[src/rtl/string_hash_set_linear_probe_defines.svh]
// Assertion macros for the string hash set block.
`ifndef STRING_HASH_SET_LINEAR_PROBE_DEFINES_SVH
`define STRING_HASH_SET_LINEAR_PROBE_DEFINES_SVH

// Same-cycle implication, checked on every rising clock edge outside reset.
`define SHSLP_ASSERT_NOW(label, ante, cons, msg) \
  label: assert property (@(posedge clk_i) disable iff (!rst_ni) (ante) |-> (cons)) \
    else $error(msg);

// Next-cycle implication, checked on every rising clock edge outside reset.
`define SHSLP_ASSERT_NEXT(label, ante, cons, msg) \
  label: assert property (@(posedge clk_i) disable iff (!rst_ni) (ante) |=> (cons)) \
    else $error(msg);

`endif

[src/rtl/shslp_ram.sv]
// Generic single-port-write, single-port-read RAM with registered read data.
module shslp_ram #(
  parameter int WIDTH = 8,
  parameter int DEPTH = 16
) (
  input  logic                     clk_i,
  input  logic                     we_i,
  input  logic [$clog2(DEPTH)-1:0] waddr_i,
  input  logic [WIDTH-1:0]         wdata_i,
  input  logic [$clog2(DEPTH)-1:0] raddr_i,
  output logic [WIDTH-1:0]         rdata_o
);

  logic [WIDTH-1:0] mem_q [DEPTH];

  always_ff @(posedge clk_i) begin
    if (we_i) begin
      mem_q[waddr_i] <= wdata_i;
    end
    rdata_o <= mem_q[raddr_i];
  end

endmodule

[config.mk]
export PLATFORM = sky130hd
export DESIGN_NAME = shslp_ram
export DESIGN_NICKNAME = d
export VERILOG_FILES = /design/src/rtl/string_hash_set_linear_probe_defines.svh /design/src/rtl/shslp_ram.sv
export SDC_FILE = /design/constraint.sdc
export NUM_CORES = 1
export LEC_CHECK = 0
export BUFFER_PORTS_ARGS = -buffer_cell sky130_fd_sc_hd__buf_2
export CORE_UTILIZATION = 45
export DETAILED_ROUTE_END_ITERATION = 8
export PLACE_DENSITY = 0.66
export RECOVER_POWER = 100
export SYNTH_ARGS = -nofsm -noshare
export SYNTH_HDL_FRONTEND = slang
export SYNTH_SLANG_ARGS = --single-unit
[constraint.sdc]
create_clock -name clk_i -period 2.3 [get_ports clk_i]
set_input_delay 0.23 -clock clk_i [delete_from_list [all_inputs] [get_ports clk_i]]
set_output_delay 0.23 -clock clk_i [all_outputs]
set_load 0.01 [all_outputs]
==> results.sh, run 1 <==
export IMPL_status="complete, no violations"
export IMPL_yosysMostFrequentCell="edfxtp_1"
export IMPL_holdCritPathClass="in -> reg"
export IMPL_vias_per_cell=5.501
export IMPL_hold_slack_ns=0.3495
export IMPL_yosysSeqAreaShare_pct=77.78
export IMPL_hold_viol_final=0
export IMPL_arrival_ns=1.54
export IMPL_synth_edf_count=128
export IMPL_p_int_uw=4687
export IMPL_vias=2382
export IMPL_cts_sinks=136
export IMPL_grt_first_pass_wirelength_microns=14160
export IMPL_seq_power_share_pct=47.7
export IMPL_syn_inst=229
export IMPL_maxSlewViolCount=0
export IMPL_std_cell_rows=38
export IMPL_async_flop_share_pct=0
export IMPL_fin_ws_ns=0.7874
export IMPL_wl_microns=9223
export IMPL_ant_nets=0
export IMPL_grt_max_degree=33
export IMPL_ys_warn_count=0
export IMPL_syn_nets=247
export IMPL_antenna_found_initial=0
export IMPL_crit_buf_inv=2
export IMPL_design_portCount=26
export IMPL_portBuffers=25
export IMPL_p_sw_uw=1155
export IMPL_initialDrtViolationCount=164
export IMPL_ys_flop_type="edfxtp_1"
export IMPL_max_freq_ghz=0.6611
export IMPL_crit_type="in -> reg"
export IMPL_p_per_area_nw_per_um2=964.2
export IMPL_cts_buffers=17
export IMPL_fin_crit_ns=1.513
export IMPL_route_detailed_drc=0
export IMPL_path_common_cell="clkbuf_1"
export IMPL_synthTopCellsByCount="edfxtp_1 (128), mux4_2 (18), a22oi_1 (16)"
export IMPL_cap_violations=0
export IMPL_start_kind="input pin"
export IMPL_ys_seq_elements=136
export IMPL_final_nets=299
export IMPL_syn_cell_area_sq_um=5147
export IMPL_worstPathCellList="clkbuf_1, or3b_2, nor3_1, clkbuf_1"
export IMPL_synth_area_top_cells="edfxtp_1 (75%), mux4_2 (7.9%), mux4_1 (7.1%)"
export IMPL_path_clk_slew_ns=0.05
export IMPL_drive_gt1_share_pct=19.11
export IMPL_hold_buffers=0
export IMPL_final_core_util_pct=55.16
export IMPL_syn_avg_cell_area_sq_um=22.48
export IMPL_track_usage_pct=17.62
export IMPL_die_h_microns=109.0
export IMPL_ir_worst_vdd_mv=0.5896
export IMPL_cts_htree_levels=4
export IMPL_clkPwrFrac_pct=48.1
export IMPL_tightest_slew_ns=0.7527
export IMPL_nFillCells=815
export IMPL_core_sq_um=10980
export IMPL_synth_top_cell_area_share_pct=74.67
export IMPL_yosysTopAreaCell="edfxtp_1"
export IMPL_post_drt_wl_per_cell_microns=21.30
export IMPL_fin_skew_ns=0.01321
export IMPL_max_stage_delay_ns=0.51
export IMPL_clockBufferDepth=2
export IMPL_place_ws_ns=0.5936
export IMPL_crit_family="simple AND/OR/NAND/NOR gates"
export IMPL_required_ns=2.33
export IMPL_fin_crit_sh_pct=65.76
export IMPL_p_leak_uw=0.001960
export IMPL_netSwitchingFraction_pct=19.76
export IMPL_tns_ns=0
export IMPL_setup_violations=0
export IMPL_rsz0062_at_grt="no"
export IMPL_clk_latency_ns=0.41
export IMPL_crit_slowest_cell="or3b_2"
export IMPL_cp_end_kind="register"
export IMPL_grt_overflow=0
export IMPL_yosysUniqueCellTypes=19
export IMPL_post_cts_buffers=0
export IMPL_cts_tree="built"
export IMPL_p_comb_share_pct=4.2
export IMPL_grt_pass1_vias=2489
export IMPL_root_buffer="clkbuf_16"
export IMPL_die_x_microns=109.0
export IMPL_die_area_sq_um=11870
export IMPL_dp_hpwl_microns=5737
export IMPL_area_growth_pct=17.70
export IMPL_num_antenna_cells=0
export IMPL_crit_path_max_fanout=8
export IMPL_relSlewSlack_pct=49.72
export IMPL_start_util_pct=46.87
export IMPL_dr_pass1_iters=4
export IMPL_cts_resized=0
export IMPL_gp_congestion=0.7307
routing by layer:
layer  GRT usage, %  vias up  share of wire [%]
li1               -     1082                  -
met1          22.64     1232                 44
met2          28.66       66                 51
met3          4.662        2                4.6
met4          6.950        0               0.48
met5              0        -                  0
through the flow:
step,instances,power (uW),instance area (sq um)
after floorplan,229,2983,5147
after global placement,402,3091,5522
after detailed placement,402,3098,5522
after CTS,433,5897,6143
after global routing,433,6010,6058
final,433,5842,6058
layout by cell type, fill, tap and decap left out:
cell        synthesis  final
nor2b_1             1      1
edfxtp_1          128    128
buf_2               3      5
nor2_1             13     13
clkbuf_16           0     17
nand3b_1            2      2
and2_1              1      1
and2b_1             1      1
nand2_1             9      9
nor3_1              4      4
bufinv_16           0      4
buf_12              0      2
mux4_2             18     18
clkinv_1            0      1
dfxtp_1             8      8
clkinvlp_4          0      5
nand2b_1            2      2
clkbuf_1            0     36
mux4_1             14     14
a22oi_1            16     16
nand3_1             1      1
or3b_2              1      1
inv_6               0      4
path summary, 6_finish.rpt:
path	cells past startpoint	startpoint	slack, ns	to
worst min register to register	3	mem_q[12][3]$_DFFE_PP_	0.68	rdata_o[3]$_DFF_P_
worst min-delay path	1	wdata_i[0]	0.35	mem_q[5][0]$_DFFE_PP_
worst max register to register	3	mem_q[1][3]$_DFFE_PP_	0.92	rdata_o[3]$_DFF_P_
worst max-delay path	4	we_i	0.79	mem_q[0][1]$_DFFE_PP_
cell families (layout without fill, tap and decap cells):
group / Yosys count / count (layout) / synth area share, %
flops: 136 / 136 / 77.78
simple gates: 35 / 35 / 3.184
mux: 32 / 32 / 15.02
compound gates: 16 / 16 / 2.334
buf+inv: 10 / 74 / 1.677
area by class of cell:
class	instances	area (sq um)	area share [%]
clock buffer	17	425.4	7.022
sequential	136	4004	66.09
multi-input combinational	83	1057	17.45
timing repair buffer	43	200.2	3.304
clock inverter	14	196.4	3.242
tap	140	175.2	2.891
state kept, by name, indices dropped and copies added, names as in the netlist:
name,flops
rdata_o,8
mem_q,128
power by group through the flow:
stage          registers [uW]  logic, uW  clock network, uW
6_report                 2790        244               2810
4_1_cts                  2790        261               2850
5_1_grt                  2790        268               2950
2_1_floorplan            2840        141                  0
3_3_place_gp             2840        254                  0
3_5_place_dp             2840        259                  0
(Power assumes the default switching activity.)
==> run 2: changes to the inputs <==
Clock period 2.3 ns to 1.47 ns, I/O delays scaled along.
==> run 2 against run 1 <==
Effect of this change: first-iteration DRC count fell by 1.8%; setup slack got worse by 0.70 ns; clock skew fell by 0.0047 ns; largest power group is now registers; combinational power rose by 66%; routed wire length rose by 4.6%; hold slack got worse by 0.083 ns; highest routed layer unchanged; flip-flop and latch count did not move; design area fell by 0.43%.
==> results.sh, run 2 (synthesis results as in run 1) <==
export IMPL_start_util_pct=46.87
export IMPL_gp_congestion=0.6818
export IMPL_fin_skew_ns=0.008542
export IMPL_die_x_microns=109.0
export IMPL_multiInputGateArea_sq_um=1057
export IMPL_root_buffer="clkbuf_16"
export IMPL_design_portCount=26
export IMPL_vias_per_cell=5.509
export IMPL_clk_latency_ns=0.41
export IMPL_cts_buffers=17
export IMPL_ir_worst_vdd_mv=0.9865
export IMPL_largestRegisters="mem_q x128, rdata_o x8"
export IMPL_p_per_area_nw_per_um2=1412
export IMPL_grt_first_pass_wirelength_microns=14460
export IMPL_drive_gt1_share_pct=19.00
export IMPL_track_usage_pct=18.15
export IMPL_fin_ws_ns=0.08720
export IMPL_max_freq_ghz=0.7232
export IMPL_initialDrtViolationCount=161
export IMPL_route_detailed_drc=0
export IMPL_hold_viol_final=0
export IMPL_portBuffers=25
export IMPL_largest_reg_flops=128
export IMPL_crit_path_max_fanout=8
export IMPL_path_clk_slew_ns=0.06
export IMPL_final_common_cell="edfxtp_1"
export IMPL_dp_hpwl_microns=6116
export IMPL_arrival_ns=1.42
export IMPL_mostFrequentLayoutCells="edfxtp_1 (128), clkbuf_1 (40), mux4_2 (18)"
export IMPL_post_cts_buffers=0
export IMPL_hold_buffers=0
export IMPL_final_nets=305
export IMPL_core_sq_um=10980
export IMPL_crit_type="in -> reg"
export IMPL_setup_violations=0
export IMPL_cp_end_kind="register"
export IMPL_cts_resized=0
export IMPL_maxSlewViolCount=0
export IMPL_fin_crit_sh_pct=94.07
export IMPL_cts_tree="built"
export IMPL_relSlewSlack_pct=51.64
export IMPL_largest_register="mem_q"
export IMPL_rsz0062_at_grt="no"
export IMPL_grt_max_degree=17
export IMPL_post_drt_wl_per_cell_microns=21.92
export IMPL_area_growth_pct=17.19
export IMPL_cap_violations=0
export IMPL_dr_pass1_iters=4
export IMPL_fin_crit_ns=1.383
export IMPL_p_sw_uw=1709
export IMPL_netSwitchingFraction_pct=20.06
export IMPL_cts_sinks=136
export IMPL_vias=2424
export IMPL_seq_power_share_pct=51.3
export IMPL_clockBufferDepth=2
export IMPL_tightest_slew_ns=0.7254
export IMPL_regArea_sq_um=4004
export IMPL_p_comb_share_pct=4.8
export IMPL_nFillCells=830
export IMPL_antenna_found_initial=0
export IMPL_die_area_sq_um=11870
export IMPL_grt_overflow=0
export IMPL_cts_htree_levels=4
export IMPL_status="complete, no violations"
export IMPL_num_antenna_cells=0
export IMPL_start_kind="input pin"
export IMPL_ant_nets=0
export IMPL_wl_microns=9646
export IMPL_die_h_microns=109.0
export IMPL_place_ws_ns=-0.1231
export IMPL_required_ns=1.51
export IMPL_grt_pass1_vias=2363
export IMPL_final_core_util_pct=54.92
export IMPL_clkPwrFrac_pct=44.0
export IMPL_p_leak_uw=0.001965
export IMPL_p_int_uw=6808
export IMPL_std_cell_rows=38
export IMPL_holdCritPathClass="in -> reg"
## run 2: cell types whose count changed in the layout (fill, tap and decap cells not counted), sizes merged
cell      previous run  this run
buf                  7        14
bufinv               4         1
clkbuf              53        57
clkinv               1         7
clkinvlp             5         2
inv                  4         0
## run 2: layout make-up
class | count | share of cell area [%]
clock buffer | 22 | 7.364
timing repair buffer | 49 | 4.501
clock inverter | 10 | 1.328
multi-input combinational | 83 | 17.53
sequential | 136 | 66.38
tap | 140 | 2.904
## run 2: final timing paths
path / end / slack (ns) / from / cells after the start
max: mem_q[0][7]$_DFFE_PP_ / 0.09 / waddr_i[2] / 4
min: mem_q[7][5]$_DFFE_PP_ / 0.27 / wdata_i[5] / 1
max reg2reg: rdata_o[6]$_DFF_P_ / 0.11 / mem_q[0][6]$_DFFE_PP_ / 3
min reg2reg: rdata_o[5]$_DFF_P_ / 0.66 / mem_q[14][5]$_DFFE_PP_ / 3
## run 2: critical path, stage by stage
cell      delay [ns]
clkbuf_1        0.10
or3b_2          0.51
nor3_1          0.18
clkbuf_1        0.48
## run 2: power groups by stage
stage               sequential, uW  combinational, uW  clock (uW)
finish                        4370                405        3740
floorplan                     4450                220           0
global route                  4370                442        3970
CTS                           4360                431        3800
global placement              4440                421           0
detailed placement            4440                429           0
## run 2: metrics by stage
step / setup TNS [ns] / hold WS [ns] / total power, uW / area (sq um) / std cells
3_3_place_gp: -0.4466 / 0.5317 / 4861 / 5597 / 408
5_1_grt: 0 / 0.2942 / 8782 / 6032 / 440
4_1_cts: 0 / 0.1096 / 8597 / 6121 / 440
2_1_floorplan: 0 / 0.2459 / 4667 / 5152 / 229
3_5_place_dp: -0.4631 / 0.5432 / 4871 / 5597 / 408
6_report: 0 / 0.2670 / 8517 / 6032 / 440
## run 2: per-layer routing
metal	track usage, %	wire length (microns)	vias to the layer above
li1	-	-	1089
met1	23.78	4254	1250
met2	29.11	4705	71
met3	4.244	551	14
met5	0	0	-
met4	7.819	135	0
==> run 3: changes to the inputs <==
Settings changed: CORE_UTILIZATION 45 to 50, MAX_ROUTING_LAYER from default to met4, PLACE_DENSITY 0.66 to 0.71, RECOVER_POWER 100 to 50.
==> run 3 against run 2 <==
Effect of this change: hold slack got worse by 0.11 ns; largest cell class unchanged; core utilization rose by 7.7 points; clock power rose by 12%; non-clock buffer count rose by 6; sequential power barely moved; critical path type is now reg -> reg; sequential share of layout area fell by 1.6 points; setup slack improved by 0.025 ns; fmax rose by 1.9%; cell count fell by 0.23%.
==> results.sh, run 3 (synthesis results as in run 1) <==
export IMPL_post_cts_buffers=0
export IMPL_dp_hpwl_microns=6154
export IMPL_root_buffer="clkbuf_8"
export IMPL_wl_microns=10080
export IMPL_regToRegEndpoint="rdata_o[6]$_DFF_P_"
export IMPL_place_ws_ns=-0.09753
export IMPL_grt_pass1_vias=2451
export IMPL_initialDrtViolationCount=101
export IMPL_post_drt_wl_per_cell_microns=22.95
export IMPL_clockBufferDepth=2
export IMPL_gp_congestion=0.7378
export IMPL_status="complete, no violations"
export IMPL_maxSlewViolCount=0
export IMPL_multiInputGateArea_sq_um=1062
export IMPL_clk_latency_ns=0.53
export IMPL_cts_htree_levels=4
export IMPL_p_per_area_nw_per_um2=1450
export IMPL_start_util_pct=52.18
export IMPL_rr_worst_depth=3
export IMPL_fin_area_sq_um=6178
export IMPL_grt_max_degree=26
export IMPL_path_clk_slew_ns=0.06
export IMPL_die_x_microns=103.5
export IMPL_fin_skew_ns=0.008838
export IMPL_hold_slack_ns=0.1540
export IMPL_vias_per_cell=5.583
export IMPL_nFillCells=688
export IMPL_cts_sinks=136
export IMPL_portBuffers=25
export IMPL_max_freq_ghz=0.7366
export IMPL_crit_family="multiplexers"
export IMPL_cts_tree="built"
export IMPL_fin_crit_ns=1.358
export IMPL_start_kind="register"
export IMPL_antenna_found_initial=0
export IMPL_grt_first_pass_wirelength_microns=14900
export IMPL_final_common_cell="edfxtp_1"
export IMPL_largestRegisters="mem_q x128, rdata_o x8"
export IMPL_fin_ws_ns=0.1124
export IMPL_p_leak_uw=0.002084
export IMPL_ant_nets=0
export IMPL_min_to="mem_q[10][3]$_DFFE_PP_"
export IMPL_ir_worst_vdd_mv=0.8078
export IMPL_crit_slowest_cell="mux4_2"
export IMPL_grt_overflow=0
export IMPL_setup_violations=0
export IMPL_cp_end_kind="register"
export IMPL_vias=2451
export IMPL_track_usage_pct=22.19
export IMPL_relSlewSlack_pct=48.60
export IMPL_num_antenna_cells=0
export IMPL_design_portCount=26
export IMPL_mostFrequentLayoutCells="edfxtp_1 (128), mux4_2 (18), clkbuf_1 (17)"
export IMPL_r2r_start="mem_q[11][6]$_DFFE_PP_"
export IMPL_cap_violations=0
export IMPL_regArea_sq_um=4004
export IMPL_cts_buffers=17
export IMPL_hold_viol_final=0
export IMPL_fin_crit_sh_pct=92.36
export IMPL_die_area_sq_um=10710
export IMPL_dr_pass1_iters=4
export IMPL_cts_resized=0
export IMPL_r2r_setup_slack_ns=0.11
export IMPL_final_nets=311
export IMPL_holdCritPathClass="in -> reg"
export IMPL_holdCritStartpoint="wdata_i[3]"
export IMPL_rsz0062_at_grt="no"
export IMPL_max_stage_delay_ns=0.50
export IMPL_required_ns=1.87
export IMPL_core_sq_um=9864
export IMPL_tightest_slew_ns=0.7695
export IMPL_crit_buf_inv=0
export IMPL_power_uw=8959
export IMPL_crit_type="reg -> reg"
export IMPL_arrival_ns=1.75
export IMPL_crit_path_max_fanout=1
export IMPL_die_h_microns=103.5
export IMPL_std_cell_rows=36
export IMPL_area_growth_pct=20.03
export IMPL_route_detailed_drc=0
export IMPL_drive_gt1_share_pct=27.12
export IMPL_largest_register="mem_q"
export IMPL_worstPathCellList="mux4_2, a22oi_1, nand2_1"
export IMPL_whs_path_depth=1
export IMPL_placed_cell_area_sq_um=5563
export IMPL_largest_reg_flops=128
## run 3: cell types whose count changed in the layout (fill, tap and decap cells not counted), moves of 2 or more
| cell | change |
|---|---|
| inv_6 | +2 |
| clkinv_4 | +4 |
| dlygate4sd3_1 | +6 |
| clkinv_2 | -2 |
| buf_2 | +10 |
| bufinv_16 | +2 |
| buf_12 | -2 |
| clkinv_1 | -2 |
| clkbuf_1 | -23 |
| buf_4 | +11 |
## run 3: power by group
group	internal, uW	leakage (uW)	switching [uW]
sequential	4340	0.00122	28.6
clock	2590	0.000283	1580
combinational	185	0.000577	233
## run 3: how the worst max path moves through the flow
stage	startpoint	endpoint	slack, ns	depth (start not counted)
floorplan	waddr_i[2]	mem_q[3][0]$_DFFE_PP_	0.06	2
global placement	raddr_i[0]	rdata_o[5]$_DFF_P_	-0.09	6
detailed placement	raddr_i[0]	rdata_o[5]$_DFF_P_	-0.1	6
CTS	mem_q[11][6]$_DFFE_PP_	rdata_o[6]$_DFF_P_	0.1	3
global route	mem_q[9][4]$_DFFE_PP_	rdata_o[4]$_DFF_P_	0.08	3
finish	mem_q[11][6]$_DFFE_PP_	rdata_o[6]$_DFF_P_	0.11	3
## run 3: metrics by stage
stage | util (%) | TNS [ns] | instances
2_1_floorplan | - | 0 | 229
3_3_place_gp | 56.39 | -0.3618 | 401
3_5_place_dp | 56.39 | -0.5047 | 401
4_1_cts | 63.01 | 0 | 439
5_1_grt | 62.63 | 0 | 439
6_report | 62.63 | 0 | 439
## run 3: final cells by class
class                   count  share of cell area [%]
clock buffers              18                   6.764
flip-flops and latches    136                   64.80
multi-input cells          83                   17.19
clock inverters            14                   2.835
well taps                 133                   2.693
repair buffers             55                   5.711
## run 3: routing by layer
layer	share of wire, %	vias to the layer above	GRT usage, %
li1	-	1108	-
met1	44	1267	29.86
met2	50	63	32.76
met3	4.5	13	5.242
met4	1.3	0	9.534
met5	0	-	-
## run 3: worst register-to-register path: cells and delay by family, from the launching register on
kind | cells | cell delay (ns)
AOI/OAI and AO/OA | 1 | 0.25
muxes | 1 | 0.50
and+or+nand+nor | 1 | 0.11
DFF | 1 | 0.37
## run 3: what timing repair did
action                                  4_1_cts  5_1_grt
endpoints found under the hold margin        73        0
hold buffers                                  6        0
endpoints found under the setup margin        0        0
